===== config.mk =====
export PLATFORM = sky130hd
export DESIGN_NAME = spectrum_frame_average_offset_peak_flat
export DESIGN_NICKNAME = d
export VERILOG_FILES = /design/src/sv/sfaop_pkg.sv /design/src/sv/sfaop_if.sv /design/src/sv/spectrum_frame_average_offset_peak.sv /design/src/flat_wrapper.sv
export SDC_FILE = /design/constraint.sdc
export NUM_CORES = 2
export LEC_CHECK = 0
export BUFFER_PORTS_ARGS = -buffer_cell sky130_fd_sc_hd__buf_2
export CAP_MARGIN = 20
export CORE_ASPECT_RATIO = 1.25
export CORE_MARGIN = 2
export CORE_UTILIZATION = 35
export DETAILED_ROUTE_END_ITERATION = 12
export SYNTH_ARGS = -nofsm -noshare
export SYNTH_HDL_FRONTEND = slang
export SYNTH_SLANG_ARGS = --single-unit

===== constraint.sdc =====
create_clock -name clk -period 14.55 [get_ports clk]
set_input_delay 2.91 -clock clk [delete_from_list [all_inputs] [get_ports clk]]
set_output_delay 2.91 -clock clk [all_outputs]
set_load 0.1 [all_outputs]

===== src/sv/sfaop_pkg.sv =====
// Shared constants and types of the spectrum frame averaging block.
package sfaop_pkg;

    localparam int unsigned PIXELS     = 288;
    localparam int unsigned POS_W      = (PIXELS > 1) ? $clog2(PIXELS) : 1;
    localparam int unsigned SAMPLE_W   = 10;
    localparam int unsigned MODE_W     = 2;
    localparam int unsigned SUM_W      = 12;
    localparam int unsigned INDEX_W    = 9;
    localparam int unsigned REG_IDX_W  = 2;
    localparam int unsigned GROUP_W    = 2;

    typedef logic [POS_W-1:0]     pos_t;
    typedef logic [SAMPLE_W-1:0]  sample_t;
    typedef logic [MODE_W-1:0]    mode_t;
    typedef logic [SUM_W-1:0]     sum_t;
    typedef logic [INDEX_W-1:0]   index_t;
    typedef logic [REG_IDX_W-1:0] reg_idx_t;
    typedef logic [GROUP_W-1:0]   group_t;

    localparam mode_t MODE_SINGLE_MEAS = 2'd0;
    localparam mode_t MODE_SINGLE_BASE = 2'd1;
    localparam mode_t MODE_AVG_MEAS    = 2'd2;
    localparam mode_t MODE_AVG_BASE    = 2'd3;

    localparam reg_idx_t REG_OFFSET     = 2'd0;
    localparam reg_idx_t REG_SATURATION = 2'd1;

    localparam group_t GROUP_LAST = 2'd3;
    localparam int unsigned AVG_SHIFT = 2;

    localparam pos_t    POS_LAST        = POS_W'(PIXELS - 1);
    localparam sample_t SATURATION_INIT = '1;

endpackage


===== src/sv/sfaop_if.sv =====
// Stream and configuration channel interfaces of the spectrum frame averaging block.
interface sfaop_in_if;
    logic                valid;
    logic                ready;
    sfaop_pkg::sample_t  sample;
    sfaop_pkg::mode_t    mode;

    modport source (output valid, output sample, output mode, input ready);
    modport sink   (input valid, input sample, input mode, output ready);
endinterface

interface sfaop_out_if;
    logic                valid;
    logic                ready;
    sfaop_pkg::index_t   pixel_index;
    sfaop_pkg::sample_t  value;
    logic                to_baseline;
    logic                last;
    logic                overexposed;
    sfaop_pkg::index_t   peak_channel;
    logic                has_baseline;

    modport source (output valid, output pixel_index, output value, output to_baseline,
                    output last, output overexposed, output peak_channel,
                    output has_baseline, input ready);
    modport sink   (input valid, input pixel_index, input value, input to_baseline,
                    input last, input overexposed, input peak_channel,
                    input has_baseline, output ready);
endinterface

interface sfaop_cfg_if;
    logic                  valid;
    logic                  ready;
    sfaop_pkg::reg_idx_t   index;
    sfaop_pkg::sample_t    data;

    modport source (output valid, output index, output data, input ready);
    modport sink   (input valid, input index, input data, output ready);
endinterface


===== src/sv/spectrum_frame_average_offset_peak.sv =====
// Top level: frame averaging with dark offset correction and peak search.
//
//  channel   dir  protocol      word contents
//  -------   ---  ------------  ---------------------------------------------------
//  pix_in    in   valid/ready   sample, mode (mode read on first pixel of a frame)
//  pix_out   out  valid/ready   pixel_index, value, to_baseline, last, overexposed,
//                               peak_channel, has_baseline
//  cfg       in   valid/ready   index (0 offset, 1 saturation), data
//
//  One word is accepted per cycle while pix_out does not stall. The accepting edge
//  issues the memory read and loads the update stage; when the update stage advances,
//  the sum is written back and the output register is loaded, raising pix_out.valid.
//  The rate is set by the per-pixel sum memory: one read and one write each cycle.
//  A stall on pix_out backs up through the update stage into pix_in.ready.
//  Reset clears frame counters and flags; the sum memory needs no clearing pass.
module spectrum_frame_average_offset_peak (
    input  logic          clk,
    input  logic          rst_n,
    sfaop_in_if.sink      pix_in,
    sfaop_out_if.source   pix_out,
    sfaop_cfg_if.sink     cfg
);

    typedef struct packed {
        sfaop_pkg::pos_t     pos;
        sfaop_pkg::sample_t  sample;
        logic                averaged;
        logic                fresh;      // first frame of a group: write, do not add
        logic                emit;
        logic                tb;
        logic                first;      // first pixel of a frame
        logic                last;
    } upd_t;

    // Configuration registers.
    sfaop_pkg::sample_t offset_reg;
    sfaop_pkg::sample_t saturation_reg;

    // Sequencing state.
    sfaop_pkg::pos_t    pos_reg;
    sfaop_pkg::mode_t   frame_mode_reg;
    sfaop_pkg::group_t  group_reg;
    logic               pending_reg;

    // Update stage.
    logic               upd_valid_reg;
    upd_t               upd_reg;
    sfaop_pkg::sum_t    rd_data_reg;
    logic               fwd_hit_reg;
    sfaop_pkg::sum_t    fwd_data_reg;

    // Per-frame tracking.
    sfaop_pkg::sample_t frame_max_reg;
    sfaop_pkg::pos_t    peak_reg;
    logic               over_reg;
    logic               stored_reg;

    // Output register.
    logic               out_valid_reg;
    sfaop_pkg::index_t  out_index_reg;
    sfaop_pkg::sample_t out_value_reg;
    logic               out_tb_reg;
    logic               out_last_reg;
    logic               out_over_reg;
    sfaop_pkg::index_t  out_peak_reg;
    logic               out_stored_reg;

    // Per-pixel sum store.
    sfaop_pkg::sum_t    sum_mem [sfaop_pkg::PIXELS];

    logic               accept;
    logic               upd_adv;
    logic               mem_we;
    upd_t               upd_next;
    logic               first_in;
    sfaop_pkg::mode_t   mode_eff;
    logic               pending_eff;
    logic               avg_in;
    logic               last_in;

    sfaop_pkg::sum_t    old_sum;
    sfaop_pkg::sum_t    sum_next;
    sfaop_pkg::sample_t v;
    sfaop_pkg::sample_t corr;
    sfaop_pkg::sample_t frame_max_next;
    sfaop_pkg::pos_t    peak_next;
    logic               over_next;
    logic               stored_next;

    // ---------------------------------------------------------------------
    // Handshakes: the update stage drains when the word makes no result or the
    // output register is free or being taken in this cycle.
    // ---------------------------------------------------------------------
    assign cfg.ready     = 1'b1;
    assign upd_adv       = upd_valid_reg && (!upd_reg.emit || !out_valid_reg || pix_out.ready);
    assign pix_in.ready  = !upd_valid_reg || upd_adv;
    assign accept        = pix_in.valid && pix_in.ready;
    assign mem_we        = upd_adv && upd_reg.averaged;

    // ---------------------------------------------------------------------
    // Sequencing: latch the frame mode on the first pixel, track the group.
    // ---------------------------------------------------------------------
    always_comb
    begin
        first_in    = (pos_reg == '0);
        mode_eff    = first_in ? pix_in.mode : frame_mode_reg;
        pending_eff = pending_reg || (first_in && pix_in.mode == sfaop_pkg::MODE_AVG_BASE);
        avg_in      = (mode_eff == sfaop_pkg::MODE_AVG_MEAS) ||
                      (mode_eff == sfaop_pkg::MODE_AVG_BASE);
        last_in     = (pos_reg == sfaop_pkg::POS_LAST);

        upd_next.pos      = pos_reg;
        upd_next.sample   = pix_in.sample;
        upd_next.averaged = avg_in;
        upd_next.fresh    = (group_reg == '0);
        upd_next.emit     = !avg_in || (group_reg == sfaop_pkg::GROUP_LAST);
        upd_next.tb       = avg_in ? pending_eff : (mode_eff == sfaop_pkg::MODE_SINGLE_BASE);
        upd_next.first    = first_in;
        upd_next.last     = last_in;
    end

    always_ff @(posedge clk or negedge rst_n)
    begin
        if (!rst_n)
        begin
            offset_reg     <= '0;
            saturation_reg <= sfaop_pkg::SATURATION_INIT;
            pos_reg        <= '0;
            frame_mode_reg <= sfaop_pkg::MODE_SINGLE_MEAS;
            group_reg      <= '0;
            pending_reg    <= 1'b0;
            upd_valid_reg  <= 1'b0;
        end
        else
        begin
            if (cfg.valid)
            begin
                case (cfg.index)
                    sfaop_pkg::REG_OFFSET:     offset_reg     <= cfg.data;
                    sfaop_pkg::REG_SATURATION: saturation_reg <= cfg.data;
                    default: ;
                endcase
            end

            if (accept)
            begin
                frame_mode_reg <= mode_eff;
                if (last_in)
                begin
                    pos_reg <= '0;
                    if (avg_in)
                    begin
                        group_reg   <= group_reg + 1'b1;
                        pending_reg <= (group_reg == sfaop_pkg::GROUP_LAST) ? 1'b0 : pending_eff;
                    end
                    else
                    begin
                        pending_reg <= pending_eff;
                    end
                end
                else
                begin
                    pos_reg     <= pos_reg + 1'b1;
                    pending_reg <= pending_eff;
                end
            end

            if (accept)
                upd_valid_reg <= 1'b1;
            else if (upd_adv)
                upd_valid_reg <= 1'b0;
        end
    end

    // Stage payload, memory read, and forward of a same-entry write-back
    // landing on the edge of the read.
    always_ff @(posedge clk)
    begin
        if (accept)
        begin
            upd_reg      <= upd_next;
            rd_data_reg  <= sum_mem[pos_reg];
            fwd_hit_reg  <= mem_we && (upd_reg.pos == pos_reg);
            fwd_data_reg <= sum_next;
        end
        if (mem_we)
            sum_mem[upd_reg.pos] <= sum_next;
    end

    // ---------------------------------------------------------------------
    // Update: accumulate, average, check saturation, subtract offset, track peak.
    // ---------------------------------------------------------------------
    always_comb
    begin
        old_sum  = fwd_hit_reg ? fwd_data_reg : rd_data_reg;
        sum_next = (upd_reg.fresh ? '0 : old_sum) + sfaop_pkg::SUM_W'(upd_reg.sample);
        v        = upd_reg.averaged ? sum_next[sfaop_pkg::AVG_SHIFT +: sfaop_pkg::SAMPLE_W]
                                    : upd_reg.sample;
        corr     = (v > offset_reg) ? (v - offset_reg) : '0;

        over_next      = upd_reg.first ? 1'b0 : over_reg;
        frame_max_next = upd_reg.first ? '0 : frame_max_reg;
        peak_next      = peak_reg;
        stored_next    = stored_reg;
        if (upd_reg.emit)
        begin
            if (v > saturation_reg)
                over_next = 1'b1;
            if (!upd_reg.tb && corr > frame_max_next)
            begin
                frame_max_next = corr;
                peak_next      = upd_reg.pos;
            end
            if (upd_reg.last && upd_reg.tb)
                stored_next = 1'b1;
        end
    end

    always_ff @(posedge clk or negedge rst_n)
    begin
        if (!rst_n)
        begin
            frame_max_reg <= '0;
            peak_reg      <= '0;
            over_reg      <= 1'b0;
            stored_reg    <= 1'b0;
            out_valid_reg <= 1'b0;
        end
        else
        begin
            if (upd_adv)
            begin
                frame_max_reg <= frame_max_next;
                peak_reg      <= peak_next;
                over_reg      <= over_next;
                stored_reg    <= stored_next;
            end

            if (upd_adv && upd_reg.emit)
                out_valid_reg <= 1'b1;
            else if (pix_out.ready)
                out_valid_reg <= 1'b0;
        end
    end

    // Output word; hold while the sink stalls.
    always_ff @(posedge clk)
    begin
        if (upd_adv && upd_reg.emit)
        begin
            out_index_reg  <= sfaop_pkg::INDEX_W'(upd_reg.pos);
            out_value_reg  <= corr;
            out_tb_reg     <= upd_reg.tb;
            out_last_reg   <= upd_reg.last;
            out_over_reg   <= upd_reg.last && over_next;
            out_peak_reg   <= upd_reg.last ? sfaop_pkg::INDEX_W'(peak_next) : '0;
            out_stored_reg <= stored_next;
        end
    end

    assign pix_out.valid        = out_valid_reg;
    assign pix_out.pixel_index  = out_index_reg;
    assign pix_out.value        = out_value_reg;
    assign pix_out.to_baseline  = out_tb_reg;
    assign pix_out.last         = out_last_reg;
    assign pix_out.overexposed  = out_over_reg;
    assign pix_out.peak_channel = out_peak_reg;
    assign pix_out.has_baseline = out_stored_reg;

endmodule


===== src/flat_wrapper.sv =====
// flat-port wrapper written by rule: the top's interface ports become plain ports
module spectrum_frame_average_offset_peak_flat 
  (clk, rst_n, pix_in_valid, pix_in_sample, pix_in_mode, pix_in_ready, pix_out_valid, pix_out_pixel_index, pix_out_value, pix_out_to_baseline, pix_out_last, pix_out_overexposed, pix_out_peak_channel, pix_out_has_baseline, pix_out_ready, cfg_valid, cfg_index, cfg_data, cfg_ready);
  sfaop_in_if pix_in_i ();
  sfaop_out_if pix_out_i ();
  sfaop_cfg_if cfg_i ();
  input  logic clk;
  input  logic rst_n;
  input wire logic [$bits(pix_in_i.valid)-1:0] pix_in_valid;
  input wire logic [$bits(pix_in_i.sample)-1:0] pix_in_sample;
  input wire logic [$bits(pix_in_i.mode)-1:0] pix_in_mode;
  output wire logic [$bits(pix_in_i.ready)-1:0] pix_in_ready;
  output wire logic [$bits(pix_out_i.valid)-1:0] pix_out_valid;
  output wire logic [$bits(pix_out_i.pixel_index)-1:0] pix_out_pixel_index;
  output wire logic [$bits(pix_out_i.value)-1:0] pix_out_value;
  output wire logic [$bits(pix_out_i.to_baseline)-1:0] pix_out_to_baseline;
  output wire logic [$bits(pix_out_i.last)-1:0] pix_out_last;
  output wire logic [$bits(pix_out_i.overexposed)-1:0] pix_out_overexposed;
  output wire logic [$bits(pix_out_i.peak_channel)-1:0] pix_out_peak_channel;
  output wire logic [$bits(pix_out_i.has_baseline)-1:0] pix_out_has_baseline;
  input wire logic [$bits(pix_out_i.ready)-1:0] pix_out_ready;
  input wire logic [$bits(cfg_i.valid)-1:0] cfg_valid;
  input wire logic [$bits(cfg_i.index)-1:0] cfg_index;
  input wire logic [$bits(cfg_i.data)-1:0] cfg_data;
  output wire logic [$bits(cfg_i.ready)-1:0] cfg_ready;
  assign pix_in_i.valid = pix_in_valid;
  assign pix_in_i.sample = pix_in_sample;
  assign pix_in_i.mode = pix_in_mode;
  assign pix_in_ready = pix_in_i.ready;
  assign pix_out_valid = pix_out_i.valid;
  assign pix_out_pixel_index = pix_out_i.pixel_index;
  assign pix_out_value = pix_out_i.value;
  assign pix_out_to_baseline = pix_out_i.to_baseline;
  assign pix_out_last = pix_out_i.last;
  assign pix_out_overexposed = pix_out_i.overexposed;
  assign pix_out_peak_channel = pix_out_i.peak_channel;
  assign pix_out_has_baseline = pix_out_i.has_baseline;
  assign pix_out_i.ready = pix_out_ready;
  assign cfg_i.valid = cfg_valid;
  assign cfg_i.index = cfg_index;
  assign cfg_i.data = cfg_data;
  assign cfg_ready = cfg_i.ready;
  spectrum_frame_average_offset_peak u_core (.clk(clk), .rst_n(rst_n), .pix_in(pix_in_i), .pix_out(pix_out_i), .cfg(cfg_i));
endmodule

## Word-level counts from Yosys, hierarchy flattened

Memories as Yosys holds them, arrays and structs flattened. A register that Yosys moved wholly into a read port is not among the register bits.
Cells that the tools add are included.

- Mux-type cells: 26
- Order comparisons: 3
- Add/sub/neg operators: 4
- Equality and inequality tests: 8
- Reduce and logical (&&, ||, !) cells: 28

Operators with widths:

| operator | count |
|---|---|
| two-way mux 10 bit | 5 |
| > comparator 10 bit | 3 |
| two-way mux 9 bit | 3 |
| two-way mux 12 bit | 2 |
| two-way mux 1 bit | 15 |
| adder 12 x 10 -> 12 bit | 1 |
| subtractor 10 bit | 1 |
| adder 9 x 1 -> 9 bit, second input constant | 1 |
| equality test 9 bit | 1 |
| equality test 9 bit, second input constant | 1 |
| logical AND 1 bit | 9 |
| logical NOT 9 bit | 1 |
| equality test 2 bit, second input constant | 4 |
| logical OR 1 bit | 6 |
| logical NOT 1 bit | 5 |
| equality test 2 x 1 -> 1 bit, second input constant | 2 |
| logical NOT 2 bit | 2 |
| AND reduction 2 bit | 2 |
| nonzero test 2 bit | 2 |
| AND reduction 3 bit | 1 |
| adder 2 x 1 -> 2 bit, second input constant | 1 |
| two-way mux 2 bit | 1 |

- Input port bits: 29
- RAM bits: 3456
- Output and inout port bits: 35
- Register bits after elaboration: 127
- Word-level logic and storage cells: 99
- Memories: 1

Memories:

| memory | depth | width | rd ports | clocked after Yosys merged registers in | write ports | line | text |
|---|---|---|---|---|---|---|---|
| u_core.sum_mem | 288 | 12 | 1 | 1 | 1 | spectrum_frame_average_offset_peak.sv:69 | `sfaop_pkg::sum_t sum_mem [sfaop_pkg::PIXELS];` |

## Depth between registers and ports, before layout

- Word-level depth: 10
- Gate-level depth with buffers: 31
- Mapped depth without buffers: 28

## Worst setup path before layout

OpenSTA, ideal clock, no wires.

- Kind: register to register
- Start point: register u_core.fwd_hit_reg
- End point: register u_core.frame_max_reg[0]
- Path slack: -0.342 ns
- Period minus slack after synthesis: 14.892 ns
- Data arrival time: 14.771 ns
- Buffers on the path: 3
- Cell stages (with the launch flop): 29
- Required time: 14.429 ns
- Setup time: 0.121 ns
- Cell sequence: edfxtp_1 > buf_1 > mux2i_1 > nor2_1 > ha_1 > a21o_1 > a21oi_1 > o21ai_0 > a21oi_1 > o21ai_0 > a21oi_1 > xnor2_1 > mux2_2 > ha_1 > nand4_1 > o32ai_1 > nor2_1 > and2_1 > ha_1 > nor2b_1 > o21a_1 > o21a_1 > o21ai_0 > a21oi_1 > o31a_1 > o211a_1 > clkbuf_1 > clkbuf_1 > a22o_1

- Cells in the longest elaborated chain, start to end: 10
- Elaborated cells between the ends (all ways): 11
- Those cells by class: add/sub: 2; order compare: 2; mux: 6; reduce/logical: 1

Ends and longest elaborated chain:

| element | line | text |
|---|---|---|
| start, declared | spectrum_frame_average_offset_peak.sv:49 | `logic fwd_hit_reg;` |
| start signal, assigned | spectrum_frame_average_offset_peak.sv:183 | `fwd_hit_reg <= mem_we && (upd_reg.pos == pos_reg);` |
| two-way mux 12 bit | spectrum_frame_average_offset_peak.sv:195 | `old_sum = fwd_hit_reg ? fwd_data_reg : rd_data_reg;` |
| two-way mux 12 bit | spectrum_frame_average_offset_peak.sv:196 | `sum_next = (upd_reg.fresh ? '0 : old_sum) + sfaop_pkg::SUM_W'(upd_reg.sample);` |
| adder 12 x 10 -> 12 bit | spectrum_frame_average_offset_peak.sv:196 |  |
| named net u_core.sum_next[11] | spectrum_frame_average_offset_peak.sv:82 | `sfaop_pkg::sum_t sum_next;` |
| two-way mux 10 bit | spectrum_frame_average_offset_peak.sv:197 | `v = upd_reg.averaged ? sum_next[sfaop_pkg::AVG_SHIFT +: sfaop_pkg::SAMPLE_W]` |
| > comparator 10 bit | spectrum_frame_average_offset_peak.sv:199 | `corr = (v > offset_reg) ? (v - offset_reg) : '0;` |
| two-way mux 10 bit | spectrum_frame_average_offset_peak.sv:199 |  |
| named net u_core.corr[1] | spectrum_frame_average_offset_peak.sv:84 | `sfaop_pkg::sample_t corr;` |
| > comparator 10 bit | spectrum_frame_average_offset_peak.sv:209 | `if (!upd_reg.tb && corr > frame_max_next)` |
| logical AND 1 bit | spectrum_frame_average_offset_peak.sv:209 |  |
| two-way mux 10 bit | spectrum_frame_average_offset_peak.sv:209 |  |
| two-way mux 10 bit | spectrum_frame_average_offset_peak.sv:205 | `if (upd_reg.emit)` |
| end signal, assigned | spectrum_frame_average_offset_peak.sv:233 | `frame_max_reg <= frame_max_next;` |
| end, declared | spectrum_frame_average_offset_peak.sv:53 | `sfaop_pkg::sample_t frame_max_reg;` |

The timed path passes the listed nets, and every way through them passes these cells.
A chain may end at the register's enable or synchronous reset.

## Worst setup path in the final report

- Start point: register u_core.fwd_hit_reg
- End point: register u_core.peak_reg[4]

- Cells in the longest elaborated chain, start to end: 10
- Elaborated cells between the ends (all ways): 11
- Those cells by class: add/sub: 2; order compare: 2; mux: 6; reduce/logical: 1

Ends and longest elaborated chain:

| element | line | text |
|---|---|---|
| two-way mux 12 bit * | spectrum_frame_average_offset_peak.sv:195 |  |
| two-way mux 12 bit * | spectrum_frame_average_offset_peak.sv:196 |  |
| adder 12 x 10 -> 12 bit * | spectrum_frame_average_offset_peak.sv:196 |  |
| two-way mux 10 bit * | spectrum_frame_average_offset_peak.sv:197 |  |
| subtractor 10 bit or > comparator 10 bit (tied branches) | spectrum_frame_average_offset_peak.sv:199 |  |
| two-way mux 10 bit * | spectrum_frame_average_offset_peak.sv:199 |  |
| named net u_core.corr[1] | spectrum_frame_average_offset_peak.sv:84 |  |
| > comparator 10 bit * | spectrum_frame_average_offset_peak.sv:209 |  |
| logical AND 1 bit * | spectrum_frame_average_offset_peak.sv:209 |  |
| two-way mux 9 bit * | spectrum_frame_average_offset_peak.sv:209 |  |
| two-way mux 9 bit * | spectrum_frame_average_offset_peak.sv:205 |  |
| end signal, assigned | spectrum_frame_average_offset_peak.sv:234 | `peak_reg <= peak_next;` |
| end, declared | spectrum_frame_average_offset_peak.sv:54 | `sfaop_pkg::pos_t peak_reg;` |

The timed path passes the listed nets; every way through them passes the cells marked *.

==> results.toml <==
[finish]
largest_reg_flops = 3456
utilization_pct = 40.08
drive_above_1_share_pct = 27.56
nNetsFinal = 6947
synthToLayoutAreaGrowth_pct = 13.90
final_cell_count_no_fill = 12355

[detailed_routing]
dr.pass1.iters = 6
drc = 0
drt_iter0_drc = 8392
avgRoutedWirePerCell_um = 30.21
drtAntennaViolNets = 0
drt_wl_total_mm = 373.2
vias_per_cell = 5.510
vias = 68080

[place]
place.gp.congestion = 0.8879
hpwl_mm = 226.5
place_inst = 11673
port-buffer-count = 62

[synthesis]
synth_most_common_cell = "edfxtp_1"
ys_types = 76
synth_area_leaders = "edfxtp_1 76%, mux4_2 15%, mux2i_1 1.9%, nor2_1 0.93%, dfrtp_1 0.84%"
syn_nets = 6511
synth_common_cells = "3,538 x edfxtp_1, 915 x mux4_2, 346 x nor2_1"
synth_top_cell_by_area = "edfxtp_1"
ys_seq_elements = 3595
synth_seq_area_share_pct = 76.77
synth_area_per_cell_um2 = 21.79
synth_top_area_share_pct = 75.74
synth_edf_count = 3538
yosys_warnings = 0
async_flop_share_pct = 1.586
syn_inst = 6436
ys.flop_type = "edfxtp_1"
netlist_area_um2 = 140300

[cts]
cts_resized = 0
post_cts_buffers = 0
ctsHoldBuffers = 0
ctsLongestPathBuffers = 4
cts.clk_slew.worst_paths_ns = 0.06
cts_tree = "yes"
cts.sinks = 3595
numCtsBuffers = 327
cts-root-buf = "clkbuf_16"
insertion_delay_ns = 0.94
htreeDepth = 5

[floorplan]
die_w_um = 570.2
dieArea_um2 = 405900
die_y_um = 711.8
pin_count = 64
initial_core_util_pct = 35.19
rows = 259
coreArea_um2 = 398600

[sta]
drv_slew = 0
slew_headroom_pct = 12.13
rsz0062_at_grt = "false"
max_clock_freq_ghz = 0.1259
setup_viol = 0
min_period_ns = 7.941
hold_viol = 0
tns_ns = 0
fin_skew_ns = 0.06624
fin_crit_sh_pct = 54.58
worst_pin_slew_ns = 1.318

[power_and_ir_drop]
swShare_pct = 32.79
power_frac_seq_pct = 43.4
peakVddDrop_mv = 0.2276
combinationalPowerShare_pct = 28.7
p_int_w = 0.02099
cellPowerDensity_nw_per_um2 = 195.5
netSwitchingPower_w = 0.01024
clkPwrFrac_pct = 27.9
power_w = 0.03123
power_leakage_nw = 50.12

[worst_hold_path]
hp-class = "reg2reg"
holdPathEnd = "u_core.stored_reg"
hold_start = "u_core.stored_reg"
hold_depth = 1

[worst_setup_path]
r2r_setup_slack_ns = 6.61
cp-start-kind = "flip-flop"
r2r_start = "u_core.fwd_hit_reg"
required_ns = 15.31
cp-end-kind = "flip-flop"
arrival_ns = 8.70
rr_worst_depth = 26
cp_max_fo = 19
worstSetupPathType = "reg2reg"
startpoint = "u_core.fwd_hit_reg"
reg2reg_to = "u_core.peak_reg[4]"

[flow_run]
cap_violations = 0

[global_routing]
antenna_found_initial = 18
grt_pass1_vias = 68973
overflow = 0
grt_max_degree = 203
track_usage_pct = 17.99
grt_pass1_wl_mm = 525.3

[status]
status = "finished, final reports clean"
==> through the flow <==
step / hold WS, ns / setup WS [ns] / instance area [um2]
floorplan: 0.4231 / 0.03606 / 140300
global placement: 0.4757 / 6.375 / 147400
detailed placement: 0.4807 / 6.659 / 148300
CTS: 0.4951 / 6.597 / 158900
global route: 0.5183 / 6.136 / 159700
finish: 0.4899 / 6.609 / 159800
==> worst max-delay path by stage <==
stage	slack [ns]	cells after the start	endpoint
2_1_floorplan	0.04	27	u_core.frame_max_reg[0]
3_3_place_gp	6.38	26	u_core.frame_max_reg[2]
3_5_place_dp	6.66	26	u_core.peak_reg[5]
4_1_cts	6.60	26	u_core.peak_reg[7]
5_1_grt	6.14	26	u_core.peak_reg[4]
6_report	6.61	26	u_core.peak_reg[4]
==> worst max-delay path, cell delays in order (launching register included) <==
cell and delay [ns]:
edfxtp_1 0.76, mux2i_1 0.26, nor2_1 0.09, ha_4 0.19
fa_4 0.51, a21o_1 0.20, a21oi_1 0.41, o21bai_1 0.11
a21oi_1 0.41, o21ai_0 0.39, a21o_1 0.27, a211o_1 0.31
a31o_2 0.28, ha_1 0.35, nand3_1 0.09, o32ai_1 0.47
nor2_1 0.22, and2_1 0.25, ha_1 0.31, nor2b_1 0.14
o21a_1 0.17, o21a_1 0.16, o21ai_0 0.16, a21oi_1 0.10
o31a_1 0.31, o211a_1 0.50, mux2_2 0.40
==> power by group through the flow <==
stage | Sequential, W | Clock, W | Combinational (W)
2_1_floorplan | 0.0144 | 0 | 0.00492
3_3_place_gp | 0.0138 | 0 | 0.00875
3_5_place_dp | 0.0138 | 0 | 0.00895
4_1_cts | 0.0136 | 0.00885 | 0.00896
5_1_grt | 0.0136 | 0.00922 | 0.00933
6_report | 0.0136 | 0.00871 | 0.00896
==> cell families after synthesis <==
family,count (synthesis),synth area share (%)
multiplexers,1215,16.86
other,1,0.002673
AO/OA/AOI/OAI,422,2.001
AND/OR/NAND/NOR,729,2.264
flip-flops,3595,76.77
adder cells (fa/ha/maj),46,0.4210
XOR/XNOR,27,0.1686
buffers and inverters,401,1.513
==> routing by layer <==
metal	vias to the layer above	share of wire, %	track usage, %
li1	27756	-	-
met1	36712	37	22.40
met2	2989	51	30.85
met3	621	7.2	2.735
met4	2	4.9	8.306
met5	-	0.0019	0
==> cell type report <==
cell class,instances,area [um2]
antenna,13,32.53
clock buffer,399,8663
clock inverter,180,1974
fill,34841,238800
inverter,43,170.2
multi-input combinational,2440,30840
sequential,3595,107700
tap,5220,6531
timing repair buffer,465,3860
==> placed cells by master (no fill, tap or decap), types with 11 or more instances in the layout <==
| cell | n |
|---|---|
| a31oi_1 | 11 |
| nand2_1 | 177 |
| nor2_1 | 330 |
| mux4_2 | 915 |
| a22oi_1 | 77 |
| nor2b_1 | 22 |
| nand4_1 | 20 |
| clkinv_1 | 55 |
| a21o_1 | 11 |
| clkinvlp_4 | 16 |
| bufinv_16 | 36 |
| clkbuf_16 | 335 |
| mux2_2 | 36 |
| o21ai_0 | 84 |
| ha_1 | 43 |
| a21oi_1 | 76 |
| buf_12 | 11 |
| xnor2_1 | 15 |
| mux2i_1 | 262 |
| a22o_1 | 13 |
| buf_2 | 62 |
| o22ai_1 | 46 |
| nor3_1 | 12 |
| nor2_2 | 15 |
| a221oi_1 | 16 |
| dfrtp_1 | 40 |
| inv_1 | 37 |
| diode_2 | 13 |
| a211oi_1 | 21 |
| buf_4 | 299 |
| nand2b_1 | 17 |
| buf_6 | 89 |
| nand3_1 | 65 |
| edfxtp_1 | 3538 |
| clkinv_2 | 53 |
| clkbuf_1 | 60 |
No activity file was read; power rests on OpenSTA's default activity.
